File: src/hdl/btpr_pkg.sv
// ----------------------------------------------------------------------------
// btpr_pkg
// Shared types and constants of the fragment reassembler.
// ----------------------------------------------------------------------------
package btpr_pkg;
   localparam int BufDepth = 1024;
   localparam int AddrW = $clog2(BufDepth);
   localparam int CountW = AddrW + 1;

   typedef enum logic [1:0] {
      MODE_FRAG = 2'd0, MODE_RESET = 2'd1, MODE_READ = 2'd2, MODE_INIT = 2'd3
   } mode_type;

   typedef enum logic [1:0] {
      PH_IDLE = 2'd0, PH_BUSY = 2'd1, PH_DONE = 2'd2, PH_ERR = 2'd3
   } phase_type;

   typedef enum logic [2:0] {
      ST_OK = 3'd0, ST_END = 3'd1, ST_STATE = 3'd2, ST_TRUNC = 3'd3, ST_NOSPACE = 3'd4
   } status_type;

   typedef enum logic [2:0] {
      POS_FLAGS = 3'd0, POS_ACK = 3'd1, POS_SEQ = 3'd2, POS_LEN_LO = 3'd3,
      POS_LEN_HI = 3'd4, POS_DATA = 3'd5, POS_SKIP = 3'd6
   } pos_type;

   localparam logic [7:0] FlStart = 8'h01;
   localparam logic [7:0] FlCont = 8'h02;
   localparam logic [7:0] FlEnd = 8'h04;
   localparam logic [7:0] FlAck = 8'h08;
   localparam logic [16:0] PcountMax = 17'h1FFFF;

   localparam logic [1:0] RegCapacity = 2'd0;
   localparam logic [1:0] RegFirstSeq = 2'd1;

   typedef struct packed {
      logic [1:0] mode;
      logic [7:0] frag_byte;
      logic frag_last;
      logic [9:0] read_index;
   } req_type;

   typedef struct packed {
      logic [2:0] status;
      logic ack_present;
      logic [7:0] ack_number;
      logic [7:0] last_sequence;
      logic [10:0] held_length;
      logic [7:0] read_data;
      logic [1:0] phase;
   } rsp_type;

   // Work passed from the parser to the back part.
   typedef struct packed {
      logic wr_en;
      logic [AddrW-1:0] wr_addr;
      logic [7:0] wr_data;
      logic rd_en;
      logic rd_hit;
      logic [AddrW-1:0] rd_addr;
      rsp_type rsp;
   } work_type;
endpackage

File: src/hdl/btpr_csr.sv
// ----------------------------------------------------------------------------
// btpr_csr
// Configuration registers behind the APB-style port.
// ----------------------------------------------------------------------------
module btpr_csr (
   input logic clock,
   input logic reset,
   input logic psel,
   input logic penable,
   input logic pwrite,
   input logic [2:0] paddr,
   input logic [31:0] pwdata,
   output logic [31:0] prdata,
   output logic pready,
   output logic [10:0] capacity,
   output logic [7:0] seq_start
);
   logic [10:0] cap_ff;
   logic [7:0] fseq_ff;
   logic wr;

   assign pready = 1'b1;
   assign wr = psel && penable && pwrite;
   assign capacity = cap_ff;
   assign seq_start = fseq_ff;

   always_ff @(posedge clock) begin
      if (reset) begin
         cap_ff <= 11'd1024;
         fseq_ff <= 8'd0;
      end else if (wr) begin
         if (paddr[2:2] == 1'(btpr_pkg::RegCapacity)) cap_ff <= pwdata[10:0];
         else fseq_ff <= pwdata[7:0];
      end
   end

   always_comb begin
      unique case (paddr[2:2])
         1'(btpr_pkg::RegCapacity): prdata = {21'd0, cap_ff};
         default: prdata = {24'd0, fseq_ff};
      endcase
   end
endmodule

File: config.mk
export PLATFORM = sky130hd
export DESIGN_NAME = btpr_csr
export DESIGN_NICKNAME = d
export VERILOG_FILES = /design/src/hdl/btpr_pkg.sv /design/src/hdl/btpr_csr.sv
export SDC_FILE = /design/constraint.sdc
export NUM_CORES = 1
export LEC_CHECK = 0
export BUFFER_PORTS_ARGS = -buffer_cell sky130_fd_sc_hd__buf_2
export CAP_MARGIN = 5
export CELL_PAD_IN_SITES_DETAIL_PLACEMENT = 2
export CELL_PAD_IN_SITES_GLOBAL_PLACEMENT = 2
export CORE_UTILIZATION = 21
export DETAILED_ROUTE_END_ITERATION = 12
export PLACE_DENSITY = 0.82
export SLEW_MARGIN = 25
export SYNTH_ARGS = -nofsm -noshare
export SYNTH_HDL_FRONTEND = slang
export SYNTH_SLANG_ARGS = --single-unit
File: constraint.sdc
create_clock -name clock -period 1.82 [get_ports clock]
set_input_delay 0.364 -clock clock [delete_from_list [all_inputs] [get_ports clock]]
set_output_delay 0.364 -clock clock [all_outputs]
set_load 0.02 [all_outputs]
Yosys cells after proc, flatten, opt, wreduce, memory -nomap -nowiden
Index checks and enable logic that the tools add are counted.
{ "word_totals": {"ff_bits": 19, "latchBits": 0, "ram_bits": 0, "mem_bits_ro": 0, "in_bits": 40, "out_inout_bits": 52, "word_cells": 8, "mem_count": 0} }
{ "op_classes": {"addsub": 0, "n_mul": 0, "div_mod_pow": 0, "magnitude_cmp": 0, "eq_ne": 0, "shifts": 0, "mux": 1, "bitwise": 1, "n_reduce_logical": 4} }
{ "ops": {"columns": ["op", "n"], "rows": [
  ["11-bit two-way mux", 1],
  ["2-bit AND reduction", 2],
  ["1-bit logical AND", 2],
  ["1-bit inverter", 1]
]} }

Depth between registers and ports, before layout
{ "depth": {"word_depth": 3, "ltp_mapped": 3, "depth_no_buf": 2} }

Worst setup path after synthesis
OpenSTA, ideal clock, no wires.
{ "synth_timing": {"path_kind": "input to output", "from": "in paddr[2]", "to": "out prdata[1]", "t_arrival_ns": 0.945, "t_required_ns": 1.456, "slack_ns": 0.511, "cell_stages": 2, "n_path_buf": 1, "path_cell_list": "buf_2 -> mux2_2"} }
{ "synth_via": {"elab_chain_cells": 1} }
{ "synth_lines": {"columns": ["item", "line_no", "rtl"], "rows": [
  ["start: declaration", "btpr_csr.sv:11", "input logic [2:0] paddr,"],
  ["11-bit two-way mux", "btpr_csr.sv:38", "unique case (paddr[2:2])"],
  ["end: declaration", "btpr_csr.sv:13", "output logic [31:0] prdata,"]
]} }
No other way between the ends.

Worst setup path in the final report
{ "layout_timing": {"from": "in paddr[2]", "to": "out prdata[2]"} }
Same word-level chain as after synthesis.

==> impl_metrics.tcl <==
set metrics [dict create \
    status "finished clean" \
    power_uw 882 \
    rrSetupSlack_ns 1.17 \
    gr-usage-all-layers_pct 9.71 \
    firstDrtPassIters 2 \
    reg2reg_from "capacity[10]" \
    area_growth_pct 21.6 \
    finalNonFillerCells 222 \
    r2r_end "capacity[10]" \
    cts_buffers 3 \
    fin_crit_ns 1.58 \
    cp_max_fo 15 \
    holdCritStartpoint "pwdata[8]" \
    cpPeakStageDelay_ns 0.39 \
    grt-ovfl-total 0 \
    yosysUniqueCellTypes 16 \
    ios 92 \
    drtIter0Drc 2 \
    htreeDepth 1 \
    dp_hpwl_um 2090 \
    crit_slowest_cell "mux2_2" \
    fmax_ghz 0.633 \
    post_cts_buffers 0 \
    p_leak_uw 0.000688 \
    final_common_cell "buf_2" \
    rsz0062_at_grt "no" \
    whs_endpoint "capacity[8]" \
    crit_type "in2out" \
    finalSetupViolCount 0 \
    cts_hold_buf 0 \
    grt_pass1_wl_um 3970 \
    cpLargestDelayFamily "buffers and inverters" \
    drv_cap 0 \
    finalNetCount 196 \
    start_util_pct 22.6 \
    stdcell_area_um2 1340 \
    portBuffers 46 \
    fin_crit_sh_pct 86.8 \
    power_density_nw_per_um2 659 \
    netlist_instances 113 \
    grt_start_max_net_pins 31 \
    path_buf_inv 2 \
    ys_ff_latch 19 \
    skew_ns 0 \
    drc 0 \
    coreArea_um2 4880 \
    via_per_inst 3.84 \
    min_path_cells 3 \
    wl_per_cell_um 12.2 \
    antennaDiodeCount 0 \
    crit_top_cell "buf_2" \
    setup_tns_ns 0 \
    drive_above_1_share_pct 37.4 \
    ir_worst_vdd_mv 0.193 \
    placedCellCount 218 \
    setup_ws_ns 0.241 \
    startpoint_type "input pin" \
    vias 852 \
    crit_chain "buf_2 -> mux2_2 -> buf_2" \
    place_area_um2 1290 \
    seq_area_frac_synth_pct 34.5 \
    clock-sinks 19 \
    routed_wl_um 2720 \
    row_count 25 \
    die_y_um 74.4 \
    cts_tree "done" \
    antenna_left 0 \
    hp-class "in2reg" \
    yosys_warnings 0 \
    cts_buffer_depth 2 \
    cts_resized 0 \
    synthesis.area_um2 1100 \
    post-place-ws_ns 0.219 \
    clkSlewWorstSetupHoldPaths_ns 0.07 \
    num-fill-cells 593 \
    drv_slew 0 \
    clock_latency_ns 0.26 \
    end_kind "output port" \
    die-area_um2 5540 \
    reg2reg_depth 2 \
    grt_pass1_vias 814 \
    ctsRootBufferMaster "clkbuf_8" \
    antenna_found_initial 0 \
    hold_viol 0 \
    place_congestion 0.604 \
    chipWidth_um 74.4 \
    syn_avg_cell_area_um2 9.74 \
    worstPathArrival_ns 1.21 \
    mostFrequentLayoutCells "buf_2, nand2b_1, conb_1" \
    worstPathRequired_ns 1.46 \
]
[cell usage after synthesis]
master / instances / area, um2
conb_1: 2 / 7.51
clkbuf_1: 3 / 11.3
dfxtp_1: 19 / 380
nand4_1: 1 / 6.26
buf_6: 1 / 11.3
mux2_2: 8 / 90.1
and4b_1: 1 / 10.0
nor2b_1: 3 / 18.8
nor2_1: 2 / 7.51
nand2b_1: 28 / 175
buf_2: 1 / 5.00
mux2i_1: 19 / 190
and4_1: 1 / 8.76
clkbuf_2: 1 / 5.00
nand4b_1: 1 / 8.76
buf_4: 22 / 165
[how the worst max path moves through the flow]
stage	start	to	slack [ns]	depth (start not counted)
final	paddr[2]	prdata[2]	0.24	3
after global routing	paddr[2]	prdata[5]	0.20	3
after CTS	paddr[2]	prdata[2]	0.22	3
after detailed placement	paddr[2]	prdata[2]	0.22	3
after global placement	paddr[2]	prdata[1]	0.24	3
after floorplan	paddr[2]	prdata[1]	0.51	2
[registers in the layout, summed over array words and instances (netlist names)]
register	count
capacity	11
seq_start	8
[per-stage QoR]
step | hold slack [ns] | util [%]
finish | 0.360 | 27.4
global route | 0.377 | 27.4
CTS | 0.359 | 27.4
detailed placement | 0.481 | 26.5
global placement | 0.468 | 26.5
floorplan | 0.519 | -
[final cells by class]
cell class                      count  area, um2  area share (%)
Tap cell                           67       83.8            6.26
Clock inverter                      1       5.00           0.374
Clock buffer                        3       41.3            3.08
Timing Repair Buffer               46        230            17.2
Sequential cell                    19        380            28.4
Multi-Input combinational cell     86        598            44.7
[cells by family (layout without fill, tap and decap cells)]
group                  after synthesis  in the layout  synth area share (%)
multiplexers                        27             27                  25.5
buffers and inverters               28             50                  18.0
other                                2             22                 0.682
flip-flops                          19             19                  34.5
AND/OR/NAND/NOR                     37             37                  21.4
[where the power goes]
part | leakage, uW | internal (uW) | switching (uW)
sequential | 0.000154 | 425 | 6.63
combinational | 0.000508 | 50.1 | 101
clock | 0.0000255 | 152 | 147
[metal layers]
layer | vias up | part of all wire, % | track usage (%)
li1 | 407 | - | -
met1 | 397 | 41 | 11.4
met2 | 44 | 51 | 17.1
met3 | 4 | 5.8 | 1.36
met4 | 0 | 2.0 | 5.03
met5 | - | 0 | 0
[tightest hold or removal path, cell delays in order]
cell and delay, ns:
buf_2 0.10, nand2b_1 0.05, mux2i_1 0.06
(Power assumes the default switching activity.)
