--- config.mk ---
export PLATFORM = sky130hd
export DESIGN_NAME = btpr_parser
export DESIGN_NICKNAME = d
export VERILOG_FILES = /design/src/hdl/btpr_pkg.sv /design/src/hdl/btpr_parser.sv
export SDC_FILE = /design/constraint.sdc
export NUM_CORES = 1
export LEC_CHECK = 0
export ABC_AREA = 1
export BUFFER_PORTS_ARGS = -buffer_cell sky130_fd_sc_hd__buf_2
export CAP_MARGIN = 25
export CORE_MARGIN = 8
export CORE_UTILIZATION = 45
export CTS_CLUSTER_DIAMETER = 50
export DETAILED_ROUTE_END_ITERATION = 7
export SYNTH_ARGS = -nofsm -noshare
export SYNTH_HDL_FRONTEND = slang
export SYNTH_SLANG_ARGS = --single-unit
--- constraint.sdc ---
create_clock -name clock -period 17.4 [get_ports clock]
set_input_delay 2.61 -clock clock [delete_from_list [all_inputs] [get_ports clock]]
set_output_delay 2.61 -clock clock [all_outputs]
set_load 0.01 [all_outputs]
--- src/hdl/btpr_pkg.sv ---
// ----------------------------------------------------------------------------
// btpr_pkg
// Shared types and constants of the fragment reassembler.
// ----------------------------------------------------------------------------
package btpr_pkg;
   localparam int BufDepth = 1024;
   localparam int AddrW = $clog2(BufDepth);
   localparam int CountW = AddrW + 1;

   typedef enum logic [1:0] {
      MODE_FRAG = 2'd0, MODE_RESET = 2'd1, MODE_READ = 2'd2, MODE_INIT = 2'd3
   } mode_type;

   typedef enum logic [1:0] {
      PH_IDLE = 2'd0, PH_BUSY = 2'd1, PH_DONE = 2'd2, PH_ERR = 2'd3
   } phase_type;

   typedef enum logic [2:0] {
      ST_OK = 3'd0, ST_END = 3'd1, ST_STATE = 3'd2, ST_TRUNC = 3'd3, ST_NOSPACE = 3'd4
   } status_type;

   typedef enum logic [2:0] {
      POS_FLAGS = 3'd0, POS_ACK = 3'd1, POS_SEQ = 3'd2, POS_LEN_LO = 3'd3,
      POS_LEN_HI = 3'd4, POS_DATA = 3'd5, POS_SKIP = 3'd6
   } pos_type;

   localparam logic [7:0] FlStart = 8'h01;
   localparam logic [7:0] FlCont = 8'h02;
   localparam logic [7:0] FlEnd = 8'h04;
   localparam logic [7:0] FlAck = 8'h08;
   localparam logic [16:0] PcountMax = 17'h1FFFF;

   localparam logic [1:0] RegCapacity = 2'd0;
   localparam logic [1:0] RegFirstSeq = 2'd1;

   typedef struct packed {
      logic [1:0] mode;
      logic [7:0] frag_byte;
      logic frag_last;
      logic [9:0] read_index;
   } req_type;

   typedef struct packed {
      logic [2:0] status;
      logic ack_present;
      logic [7:0] ack_number;
      logic [7:0] last_sequence;
      logic [10:0] held_length;
      logic [7:0] read_data;
      logic [1:0] phase;
   } rsp_type;

   // Work passed from the parser to the back part.
   typedef struct packed {
      logic wr_en;
      logic [AddrW-1:0] wr_addr;
      logic [7:0] wr_data;
      logic rd_en;
      logic rd_hit;
      logic [AddrW-1:0] rd_addr;
      rsp_type rsp;
   } work_type;
endpackage

--- src/hdl/btpr_parser.sv ---
// ----------------------------------------------------------------------------
// btpr_parser
// Front part: parses fragment bytes, keeps the protocol state and emits work.
// ----------------------------------------------------------------------------
module btpr_parser (
   input logic clock,
   input logic reset,
   input logic in_valid,
   input btpr_pkg::req_type req,
   input logic [10:0] capacity,
   input logic [7:0] seq_start,
   output logic out_valid,
   output btpr_pkg::work_type work
);
   btpr_pkg::phase_type phase_ff, phase_in;
   btpr_pkg::pos_type pos_ff, pos_in;
   btpr_pkg::status_type perr_ff, perr_in;
   logic [7:0] exp_ff, exp_in, acc_ff, acc_in, ack_ff, ack_in, flags_ff, flags_in;
   logic ackf_ff, ackf_in;
   logic [15:0] decl_ff, decl_in;
   logic [10:0] held_ff, held_in;
   logic [16:0] pcnt_ff, pcnt_in;
   logic [10:0] cap;
   logic [17:0] total;
   logic [15:0] len_full;

   // Raise an error once; later faults keep the first status.
   function automatic btpr_pkg::status_type keep_err(btpr_pkg::status_type cur,
                                                      btpr_pkg::status_type code);
      return (cur == btpr_pkg::ST_OK) ? code : cur;
   endfunction

   always_ff @(posedge clock) begin
      if (reset) begin
         phase_ff <= btpr_pkg::PH_IDLE;
         pos_ff <= btpr_pkg::POS_FLAGS;
         perr_ff <= btpr_pkg::ST_OK;
         exp_ff <= 8'd0;
         acc_ff <= 8'd0;
         ack_ff <= 8'd0;
         flags_ff <= 8'd0;
         ackf_ff <= 1'b0;
         decl_ff <= 16'd0;
         held_ff <= 11'd0;
         pcnt_ff <= 17'd0;
      end else if (in_valid) begin
         phase_ff <= phase_in;
         pos_ff <= pos_in;
         perr_ff <= perr_in;
         exp_ff <= exp_in;
         acc_ff <= acc_in;
         ack_ff <= ack_in;
         flags_ff <= flags_in;
         ackf_ff <= ackf_in;
         decl_ff <= decl_in;
         held_ff <= held_in;
         pcnt_ff <= pcnt_in;
      end
   end

   always_comb begin
      cap = (capacity > 11'(btpr_pkg::BufDepth)) ? 11'(btpr_pkg::BufDepth) : capacity;
      phase_in = phase_ff;
      pos_in = pos_ff;
      perr_in = perr_ff;
      exp_in = exp_ff;
      acc_in = acc_ff;
      ack_in = ack_ff;
      flags_in = flags_ff;
      ackf_in = ackf_ff;
      decl_in = decl_ff;
      held_in = held_ff;
      pcnt_in = pcnt_ff;
      total = 18'(held_ff) + 18'(pcnt_ff);
      len_full = {req.frag_byte, decl_ff[7:0]};
      work = '0;
      out_valid = 1'b0;
      work.rsp.status = btpr_pkg::ST_OK;
      unique case (btpr_pkg::mode_type'(req.mode))
         btpr_pkg::MODE_FRAG: begin
            unique case (pos_ff)
               btpr_pkg::POS_FLAGS: begin
                  pcnt_in = 17'd0;
                  perr_in = btpr_pkg::ST_OK;
                  if (phase_ff == btpr_pkg::PH_ERR) begin
                     perr_in = btpr_pkg::ST_STATE;
                     pos_in = btpr_pkg::POS_SKIP;
                  end else begin
                     flags_in = req.frag_byte;
                     ackf_in = 1'b0;
                     pos_in = ((req.frag_byte & btpr_pkg::FlAck) != 8'd0) ?
                              btpr_pkg::POS_ACK : btpr_pkg::POS_SEQ;
                  end
               end
               btpr_pkg::POS_ACK: begin
                  ack_in = req.frag_byte;
                  ackf_in = 1'b1;
                  pos_in = btpr_pkg::POS_SEQ;
               end
               btpr_pkg::POS_SEQ: begin
                  if (req.frag_byte != exp_ff) begin
                     perr_in = keep_err(perr_ff, btpr_pkg::ST_STATE);
                     phase_in = btpr_pkg::PH_ERR;
                     pos_in = btpr_pkg::POS_SKIP;
                  end else begin
                     acc_in = req.frag_byte;
                     exp_in = exp_ff + 8'd1;
                     if ((flags_ff & (btpr_pkg::FlStart | btpr_pkg::FlCont |
                                      btpr_pkg::FlEnd)) == 8'd0) begin
                        pos_in = btpr_pkg::POS_SKIP;
                     end else if (phase_ff == btpr_pkg::PH_IDLE &&
                                  (flags_ff & btpr_pkg::FlStart) != 8'd0) begin
                        pos_in = btpr_pkg::POS_LEN_LO;
                     end else if (phase_ff == btpr_pkg::PH_BUSY &&
                                  (flags_ff & btpr_pkg::FlStart) == 8'd0) begin
                        pos_in = btpr_pkg::POS_DATA;
                     end else begin
                        perr_in = keep_err(perr_ff, btpr_pkg::ST_STATE);
                        phase_in = btpr_pkg::PH_ERR;
                        pos_in = btpr_pkg::POS_SKIP;
                     end
                  end
               end
               btpr_pkg::POS_LEN_LO: begin
                  decl_in = {8'd0, req.frag_byte};
                  pos_in = btpr_pkg::POS_LEN_HI;
               end
               btpr_pkg::POS_LEN_HI: begin
                  decl_in = len_full;
                  if (len_full > 16'(cap)) begin
                     perr_in = keep_err(perr_ff, btpr_pkg::ST_NOSPACE);
                     phase_in = btpr_pkg::PH_ERR;
                     pos_in = btpr_pkg::POS_SKIP;
                  end else begin
                     held_in = 11'd0;
                     phase_in = btpr_pkg::PH_BUSY;
                     pos_in = btpr_pkg::POS_DATA;
                  end
               end
               btpr_pkg::POS_DATA: begin
                  if (total < 18'(cap) && total < 18'(decl_ff)) begin
                     work.wr_en = 1'b1;
                     work.wr_addr = total[btpr_pkg::AddrW-1:0];
                     work.wr_data = req.frag_byte;
                  end
                  if (pcnt_ff != btpr_pkg::PcountMax) pcnt_in = pcnt_ff + 17'd1;
               end
               default: ;
            endcase
            if (req.frag_last) begin
               // The fragment ends; check it using the counts updated above.
               total = 18'(held_in) + 18'(pcnt_in);
               if (perr_in == btpr_pkg::ST_OK) begin
                  if (pos_in == btpr_pkg::POS_ACK || pos_in == btpr_pkg::POS_SEQ ||
                      pos_in == btpr_pkg::POS_LEN_LO || pos_in == btpr_pkg::POS_LEN_HI) begin
                     perr_in = btpr_pkg::ST_TRUNC;
                     phase_in = btpr_pkg::PH_ERR;
                  end else if (pos_in == btpr_pkg::POS_DATA) begin
                     if (total > 18'(cap)) begin
                        perr_in = btpr_pkg::ST_NOSPACE;
                        phase_in = btpr_pkg::PH_ERR;
                     end else if (total > 18'(decl_in)) begin
                        perr_in = btpr_pkg::ST_STATE;
                        phase_in = btpr_pkg::PH_ERR;
                     end else begin
                        held_in = total[10:0];
                        if ((flags_in & btpr_pkg::FlEnd) != 8'd0) begin
                           if (18'(decl_in) != total) begin
                              perr_in = btpr_pkg::ST_TRUNC;
                              phase_in = btpr_pkg::PH_ERR;
                           end else begin
                              phase_in = btpr_pkg::PH_DONE;
                              perr_in = btpr_pkg::ST_END;
                           end
                        end
                     end
                  end
               end
               work.rsp.status = perr_in;
               out_valid = 1'b1;
               pos_in = btpr_pkg::POS_FLAGS;
               perr_in = btpr_pkg::ST_OK;
               pcnt_in = 17'd0;
            end
         end
         btpr_pkg::MODE_RESET: begin
            out_valid = 1'b1;
            if (phase_ff == btpr_pkg::PH_ERR) begin
               work.rsp.status = btpr_pkg::ST_STATE;
            end else begin
               held_in = 11'd0;
               decl_in = 16'd0;
               phase_in = btpr_pkg::PH_IDLE;
               ackf_in = 1'b0;
               pos_in = btpr_pkg::POS_FLAGS;
               perr_in = btpr_pkg::ST_OK;
               pcnt_in = 17'd0;
               flags_in = 8'd0;
            end
         end
         btpr_pkg::MODE_READ: begin
            out_valid = 1'b1;
            work.rd_en = 1'b1;
            work.rd_hit = 11'(req.read_index) < held_ff;
            work.rd_addr = req.read_index[btpr_pkg::AddrW-1:0];
         end
         default: begin
            out_valid = 1'b1;
            phase_in = btpr_pkg::PH_IDLE;
            exp_in = seq_start;
            acc_in = 8'd0;
            ack_in = 8'd0;
            ackf_in = 1'b0;
            decl_in = 16'd0;
            held_in = 11'd0;
            pos_in = btpr_pkg::POS_FLAGS;
            perr_in = btpr_pkg::ST_OK;
            pcnt_in = 17'd0;
            flags_in = 8'd0;
         end
      endcase
      work.rsp.ack_present = ackf_in;
      work.rsp.ack_number = ack_in;
      work.rsp.last_sequence = acc_in;
      work.rsp.held_length = held_in;
      work.rsp.read_data = 8'd0;
      work.rsp.phase = phase_in;
      out_valid = out_valid & in_valid;
      work.wr_en = work.wr_en & in_valid;
   end
endmodule

# == Word-level counts from Yosys, hierarchy flattened ==
# Index checks and enable logic that the tools add are counted.
# word_totals
register_bits,80
inputBits,43
output_inout_bits,73
word_cells,159
# op_classes
addsub,4
n_lt_le_gt_ge,7
n_eq_ne,22
n_mux,93
n_bitwise,4
reduce_logical,17
# op_table
operator,n
$mux 11,11
$mux 3,27
$mux 17,4
$mux 19,3
$pmux 17 s3,1
$pmux 16 s3,1
$pmux 8 s2,3
$mux 8,5
$add 11x17->18,2
$mux 2,18
$pmux 3 s3,4
$pmux 17 s2,1
$pmux 11 s3,1
$mux 16,2
$pmux 16 s2,1
$gt 18x11->1,1
$gt 18x16->1,1
$lt 18x11->1,1
$lt 18x16->1,1
$ne 16x18->1,1
$add 17x1->17 const B,1
$ne 17x17->1 const B,1
$gt 16x11->1,1
$logic_not 8->1,2
other kinds (29),53

# == Logic depth before layout (Yosys ltp) ==
# Gate-level depths: netlist (run 1).
# depth
ltp_word,17
ltp_mapped,47
ltp_nobuf,46

# == Worst setup path after synthesis (run 1) ==
# OpenSTA, ideal clock, no wires.
# synth_path
path_kind,input-to-output
start,input port capacity[6]
end,output port work[38] in the netlist's numbering
arrival_time_ns,7.545
t_required_ns,14.790
path_slack_ns,7.245
path_stages,33
path_buffers,2
path_cell_list,nor4_1 > a21oi_1 > inv_1 > nand2_1 > ha_1 > a21o_1 > a2111oi_0 > nand2_1 > nand2_1 > nand2_1 > inv_1 > buf_2 > nor2_1 > ha_1 > inv_1 > o31ai_2 > a21oi_1 > o21ai_0 > xor2_1 > ha_1 > nand2_1 > nor2_1 > a211oi_1 > o21ai_0 > a21o_1 > nand2_1 > nand3_2 > nor2_4 > buf_8 > nand2_4 > nand2_2 > a21oi_1 > a211oi_1
# synth_rtl
item,line,source
"start, declared",btpr_parser.sv:10,"input logic [10:0] capacity,"
"end, declared",btpr_parser.sv:13,output btpr_pkg::work_type work

==> impl_metrics.env, run 1 <==
export IMPL_place_congestion=0.9329
export IMPL_dr_wl_met3_microns=1649
export IMPL_grt_total_usage_pct=24.64
export IMPL_period_share_pct=70.21
export IMPL_slew_viol_final=0
export IMPL_clock_skew_ns=0.01266
export IMPL_p_sw_mw=0.1778
export IMPL_cap_violations=0
export IMPL_synthArstFlopShare_pct=0
export IMPL_setup_viol=0
export IMPL_ys_ff_latch=80
export IMPL_wirelength_microns=29360
export IMPL_netlist_top_cells_area="dfxtp_1 (19%), ha_1 (14%), nand2_1 (14%)"
export IMPL_viasPerCell=5.376
export IMPL_grt_pass1_wl_microns=46470
export IMPL_rr_endpoint="held_ff[10]"
export IMPL_yosysSeqAreaShare_pct=18.75
export IMPL_drive_gt1_share_pct=13.43
export IMPL_slowest_stage="a2111oi_0"
export IMPL_switching_share_pct=32.38
export IMPL_power_leakage_nw=4.698
export IMPL_yosysTopAreaCell="dfxtp_1"
export IMPL_critPathArrivalTime_ns=9.61
export IMPL_pwr_density_cell_nw_per_um2=57.77
export IMPL_crit_top_cell="nand2_1"
export IMPL_ir_drop_uv=49.59
export IMPL_finalHoldViolCount=0
export IMPL_ctsRootBufferMaster="clkbuf_16"
export IMPL_wire_per_inst_microns=17.65
export IMPL_tritoncts="yes"
export IMPL_period_needed_ns=12.22
export IMPL_whs_endpoint="flags_ff[1]"
export IMPL_worstRegToRegCells=32
export IMPL_clock_latency_ns=0.36
export IMPL_yosysWarningCount=0
export IMPL_hold_path_class="reg -> reg"
export IMPL_hold_depth=2
export IMPL_portBuffers=107
export IMPL_ant_nets=0
export IMPL_synth_distinct_cells=64
export IMPL_status="finished, final reports clean"
export IMPL_cp_end_kind="output port"
export IMPL_ios=116
export IMPL_grt_setup_unrepaired="no"
export IMPL_cts_resized=0
export IMPL_routed_top_layer="met4"
export IMPL_fmax_mhz=81.85
export IMPL_post_cts_buffers=0
export IMPL_grt_pass1_vias=8518
export IMPL_p_comb_share_pct=22.3
export IMPL_rows=50
export IMPL_synth_avg_cell_area_sq_um=6.347
export IMPL_fin_tns_setup_ns=0
export IMPL_tightest_slew_ns=1.015
export IMPL_place_ws_ns=5.454
export IMPL_max_stage_delay_ns=0.81
export IMPL_antenna_found_initial=0
export IMPL_critical_path_class="in -> out"
export IMPL_die_width_microns=153.8
export IMPL_die_area_sq_um=23650
export IMPL_yosys_area_top_type_share_pct=18.75
export IMPL_syn_inst=1346
export IMPL_fillers=1957
export IMPL_hold_buffers=0
export IMPL_pwr_share_seq_pct=35.6
export IMPL_core_sq_um=18640
export IMPL_hold_path_startpoint="flags_ff[1]"
export IMPL_synth_edf_count=0
export IMPL_power_internal_mw=0.3714
export IMPL_wl_met1_microns=13180
export IMPL_antennaDiodeCount=0
export IMPL_timing_final_ws_setup_ns=5.183
export IMPL_initial_core_util_pct=45.83
export IMPL_final_nets=1569
export IMPL_grt_max_degree=53
export IMPL_start_kind="input pin"
export IMPL_critPathMaxFanout=14
export IMPL_yosysMostFrequentCell="nand2_1"
export IMPL_drt_iter0_markers=661
export IMPL_die_y_microns=153.8
export IMPL_finalPower_mw=0.5492
export IMPL_syn_to_final_growth_pct=11.28
export IMPL_cts_max_path_buffers=2
export IMPL_wl_met2_microns=13440
export IMPL_synth_area_sq_um=8543
export IMPL_clkSlewWorstSetupHoldPaths_ns=0.07
export IMPL_slew_headroom_pct=32.27
export IMPL_required_ns=14.79
export IMPL_first_pass_iters=6
export IMPL_htree_num_levels=3
export IMPL_cts_sinks=80
export IMPL_dp_hpwl_microns=23270
export IMPL_reg2reg_slack_ns=11.41
export IMPL_drcViolationCount=0
export IMPL_overflow=0
export IMPL_power_frac_clock_pct=42.1
export IMPL_cts_made_buffers=9
export IMPL_synth_main_ff_cell="dfxtp_1"
export IMPL_r2r_start="decl_ff[3]"
export IMPL_vias=8945
export IMPL_synth_common_cells="nand2_1 (309), inv_1 (197), nor2_1 (136), a21oi_1 (131), ha_1 (99)"
flip-flops by register name, summed over array words and instances, names as in the netlist:
| name | flops |
|---|---|
| acc_ff | 8 |
| pcnt_ff | 17 |
| flags_ff | 3 |
| exp_ff | 8 |
| decl_ff | 16 |
| phase_ff | 2 |
| perr_ff | 3 |
| ack_ff | 8 |
| held_ff | 11 |
| ackf_ff | 1 |
| pos_ff | 3 |
cell type report:
class	instances	area [sq um]	area share, %
Sequential cell	80	1602	16.85
Clock buffer	10	229.0	2.409
Inverter	209	787.0	8.278
Multi-Input combinational cell	1014	5914	62.21
Clock inverter	6	116.4	1.224
Tap cell	234	292.8	3.080
Timing Repair Buffer	111	565.5	5.949
critical path: cells and delay by family:
kind / cells / cell delay [ns]
compound gates: 9 / 2.46
xor+xnor: 1 / 0.31
fa+ha+maj: 3 / 0.96
buf+inv: 6 / 0.92
simple gates: 17 / 2.36
logic make-up after synthesis:
kind of cell | Yosys count | share of synthesized area, %
flip-flops | 80 | 18.75
AO/OA/AOI/OAI | 288 | 19.32
XOR/XNOR | 33 | 3.559
AND/OR/NAND/NOR | 583 | 30.92
buffers and inverters | 259 | 12.33
adder cells (fa/ha/maj) | 101 | 14.97
multiplexers | 1 | 0.1172
other | 1 | 0.04389
power by group through the flow:
stage / combinational (mW) / clock, mW / sequential [mW]
3_3_place_gp: 0.121 / 0 / 0.200
2_1_floorplan: 0.0868 / 0 / 0.197
3_5_place_dp: 0.121 / 0 / 0.200
6_report: 0.122 / 0.231 / 0.196
4_1_cts: 0.122 / 0.234 / 0.196
5_1_grt: 0.138 / 0.240 / 0.196
per-layer routing:
metal  track usage, %  up-vias
li1                 -     4569
met1            31.38     4049
met2            40.68      275
met3            3.756       52
met4            10.59        0
met5                0        -
worst max path at each step:
stage / endpoint / slack [ns] / from
floorplan: work[38] / 7.24 / capacity[6]
global placement: work[20] / 5.58 / capacity[6]
detailed placement: work[20] / 5.45 / capacity[6]
CTS: work[20] / 5.42 / capacity[6]
global route: work[20] / 4.73 / capacity[6]
finish: work[20] / 5.18 / capacity[6]
metrics by stage:
stage	hold WS, ns	util [%]	instances	area [sq um]
2_1_floorplan	0.4301	-	1353	8569
3_3_place_gp	0.4467	49.14	1648	9161
3_5_place_dp	0.4482	49.14	1648	9161
4_1_cts	0.4614	50.99	1664	9507
5_1_grt	0.4769	50.99	1664	9507
6_report	0.4584	50.99	1664	9507
placed cells by master, fill, tap and decap left out, types with 21 or more instances in the layout:
cell type    n
buf_2      107
dfxtp_1     80
inv_1      197
nand2_1    309
ha_1        99
a21oi_1    131
nor2_1     136
xor2_1      21
o21ai_0     70
nand4_1     22
nand3_1     53
Note: power is estimated with default switching activity, not from simulation.
==> inputs of run 2 (changes only) <==
--- a/config.mk
+++ b/config.mk
@@ -12,6 +12,7 @@
 export CORE_UTILIZATION = 45
 export CTS_CLUSTER_DIAMETER = 50
 export DETAILED_ROUTE_END_ITERATION = 7
+export PLACE_DENSITY = 0.67
 export SYNTH_ARGS = -nofsm -noshare
 export SYNTH_HDL_FRONTEND = slang
 export SYNTH_SLANG_ARGS = --single-unit
==> constraint.sdc (replaced) <==
create_clock -name clock -period 10.5 [get_ports clock]
set_input_delay 1.575 -clock clock [delete_from_list [all_inputs] [get_ports clock]]
set_output_delay 1.575 -clock clock [all_outputs]
set_load 0.01 [all_outputs]
==> impl_metrics.env, run 2 (same netlist as run 1, synthesis figures left out) <==
export IMPL_ir_drop_uv=108.5
export IMPL_overflow=0
export IMPL_critPathMaxFanout=14
export IMPL_p_comb_share_pct=22.8
export IMPL_hold_path_startpoint="decl_ff[12]"
export IMPL_ios=116
export IMPL_fin_tns_setup_ns=0
export IMPL_finalHoldViolCount=0
export IMPL_slowest_stage="a2111oi_1"
export IMPL_power_internal_mw=0.5949
export IMPL_period_needed_ns=9.672
export IMPL_switching_share_pct=33.78
export IMPL_ant_nets=0
export IMPL_grt_setup_unrepaired="no"
export IMPL_drcViolationCount=0
export IMPL_required_ns=8.93
export IMPL_hold_path_class="reg -> reg"
export IMPL_status="finished, final reports clean"
export IMPL_worstRegToRegCells=34
export IMPL_largestRegisters="pcnt_ff x17, decl_ff x16, held_ff x11"
export IMPL_drive_gt1_share_pct=13.70
export IMPL_r2r_start="decl_ff[1]"
export IMPL_start_kind="input pin"
export IMPL_place_congestion=0.9777
export IMPL_power_leakage_nw=4.687
export IMPL_final_util_pct=51.05
export IMPL_antennaDiodeCount=0
export IMPL_cts_made_buffers=9
export IMPL_die_width_microns=153.8
export IMPL_initial_core_util_pct=45.83
export IMPL_htree_num_levels=3
export IMPL_power_frac_clock_pct=41.2
export IMPL_setup_viol=0
export IMPL_die_y_microns=153.8
export IMPL_vias=9019
export IMPL_fmax_mhz=103.4
export IMPL_final_common_cell="nand2_1"
export IMPL_max_stage_delay_ns=0.58
export IMPL_antenna_found_initial=0
export IMPL_slew_viol_final=0
export IMPL_regMostFlops="pcnt_ff"
export IMPL_slew_headroom_pct=30.45
export IMPL_core_sq_um=18640
export IMPL_grt_pass1_wl_microns=44930
export IMPL_critPathArrivalTime_ns=8.10
export IMPL_cap_violations=0
export IMPL_grt_max_degree=53
export IMPL_tightest_slew_ns=1.042
export IMPL_clock_skew_ns=0.01063
export IMPL_largest_register_ff_count=17
export IMPL_clkSlewWorstSetupHoldPaths_ns=0.07
export IMPL_dp_cells=1648
export IMPL_syn_to_final_growth_pct=11.39
export IMPL_drt_iter0_markers=751
export IMPL_path_depth=36
export IMPL_wirelength_microns=28780
export IMPL_period_share_pct=92.12
export IMPL_final_cell_mix="nand2_1 (309), inv_1 (196), nor2_1 (135)"
export IMPL_wire_per_inst_microns=17.28
export IMPL_p_sw_mw=0.3035
export IMPL_cp_top_family="simple AND/OR/NAND/NOR gates"
export IMPL_critical_path_class="in -> out"
export IMPL_die_area_sq_um=23650
export IMPL_grt_pass1_vias=8312
export IMPL_grt_total_usage_pct=23.84
export IMPL_rr_endpoint="held_ff[10]"
export IMPL_tritoncts="yes"
export IMPL_cts_sinks=80
export IMPL_crit_top_cell="nand2_1"
export IMPL_critPathCapture="work[20]"
export IMPL_clock_latency_ns=0.36
export IMPL_finalPower_mw=0.8984
export IMPL_cp_startpoint="capacity[6]"
export IMPL_reg2reg_slack_ns=4.65
export IMPL_dp_hpwl_microns=22750
export IMPL_pwr_density_cell_nw_per_um2=94.41
export IMPL_cp_end_kind="output port"
export IMPL_first_pass_iters=6
export IMPL_final_cells=1665
export IMPL_viasPerCell=5.417
export IMPL_portBuffers=107
export IMPL_final_nets=1570
export IMPL_crit_buf_inv=6
export IMPL_rows=50
export IMPL_cts_max_path_buffers=2
export IMPL_fin_hold_ws_ns=0.4646
export IMPL_pwr_share_seq_pct=36.0
export IMPL_ctsRootBufferMaster="clkbuf_16"
==> run 2: metrics by stage <==
| step | setup slack (ns) | cell area, sq um |
|---|---|---|
| 2_1_floorplan | 2.415 | 8569 |
| 3_3_place_gp | 0.7058 | 9164 |
| 6_report | 0.8278 | 9517 |
| 3_5_place_dp | 0.6715 | 9164 |
| 4_1_cts | 0.6434 | 9497 |
| 5_1_grt | 0.1368 | 9517 |
==> run 2: power groups by stage <==
| stage | clock, mW | sequential [mW] | combinational [mW] |
|---|---|---|---|
| floorplan | 0 | 0.327 | 0.144 |
| global placement | 0 | 0.330 | 0.200 |
| detailed placement | 0 | 0.330 | 0.201 |
| CTS | 0.374 | 0.323 | 0.202 |
| global route | 0.384 | 0.325 | 0.228 |
| finish | 0.371 | 0.323 | 0.204 |
==> run 2: layer usage <==
layer	track usage (%)	wire, microns
met5	0	0
met3	4.709	2055
met2	38.88	13050
met4	7.886	867
met1	30.94	12810
==> run 2: cell type report <==
type / count / area, sq um
sequential: 80 / 1602
clock inverter: 7 / 107.6
inverter: 209 / 790.8
clock buffer: 9 / 225.2
timing repair buffer: 112 / 580.6
tap: 234 / 292.8
fill: 1944 / 9126
multi-input combinational: 1014 / 5918
==> run 2: worst min-delay path by stage <==
stage | endpoint | slack, ns | cells past startpoint
final | decl_ff[12] | 0.46 | 2
after global routing | flags_ff[1] | 0.48 | 2
after CTS | ackf_ff | 0.46 | 2
after detailed placement | ackf_ff | 0.45 | 2
after global placement | ackf_ff | 0.45 | 2
after floorplan | flags_ff[1] | 0.43 | 2
==> run 2: worst register-to-register path, delay by kind of cell, from the launching register on <==
kind                     cells  cell delay, ns
AO/OA/AOI/OAI                9            1.56
AND/OR/NAND/NOR             18            2.12
adder cells (fa/ha/maj)      3            0.93
XOR/XNOR                     1            0.40
flip-flops                   1            0.36
buffers and inverters        3            0.37
==> run 2: repair_timing <==
item / CTS / global route
setup endpoints to repair: 0 / 2
hold buffers: 0 / 0
gates resized for setup: 0 / 2
setup buffers: 0 / 0
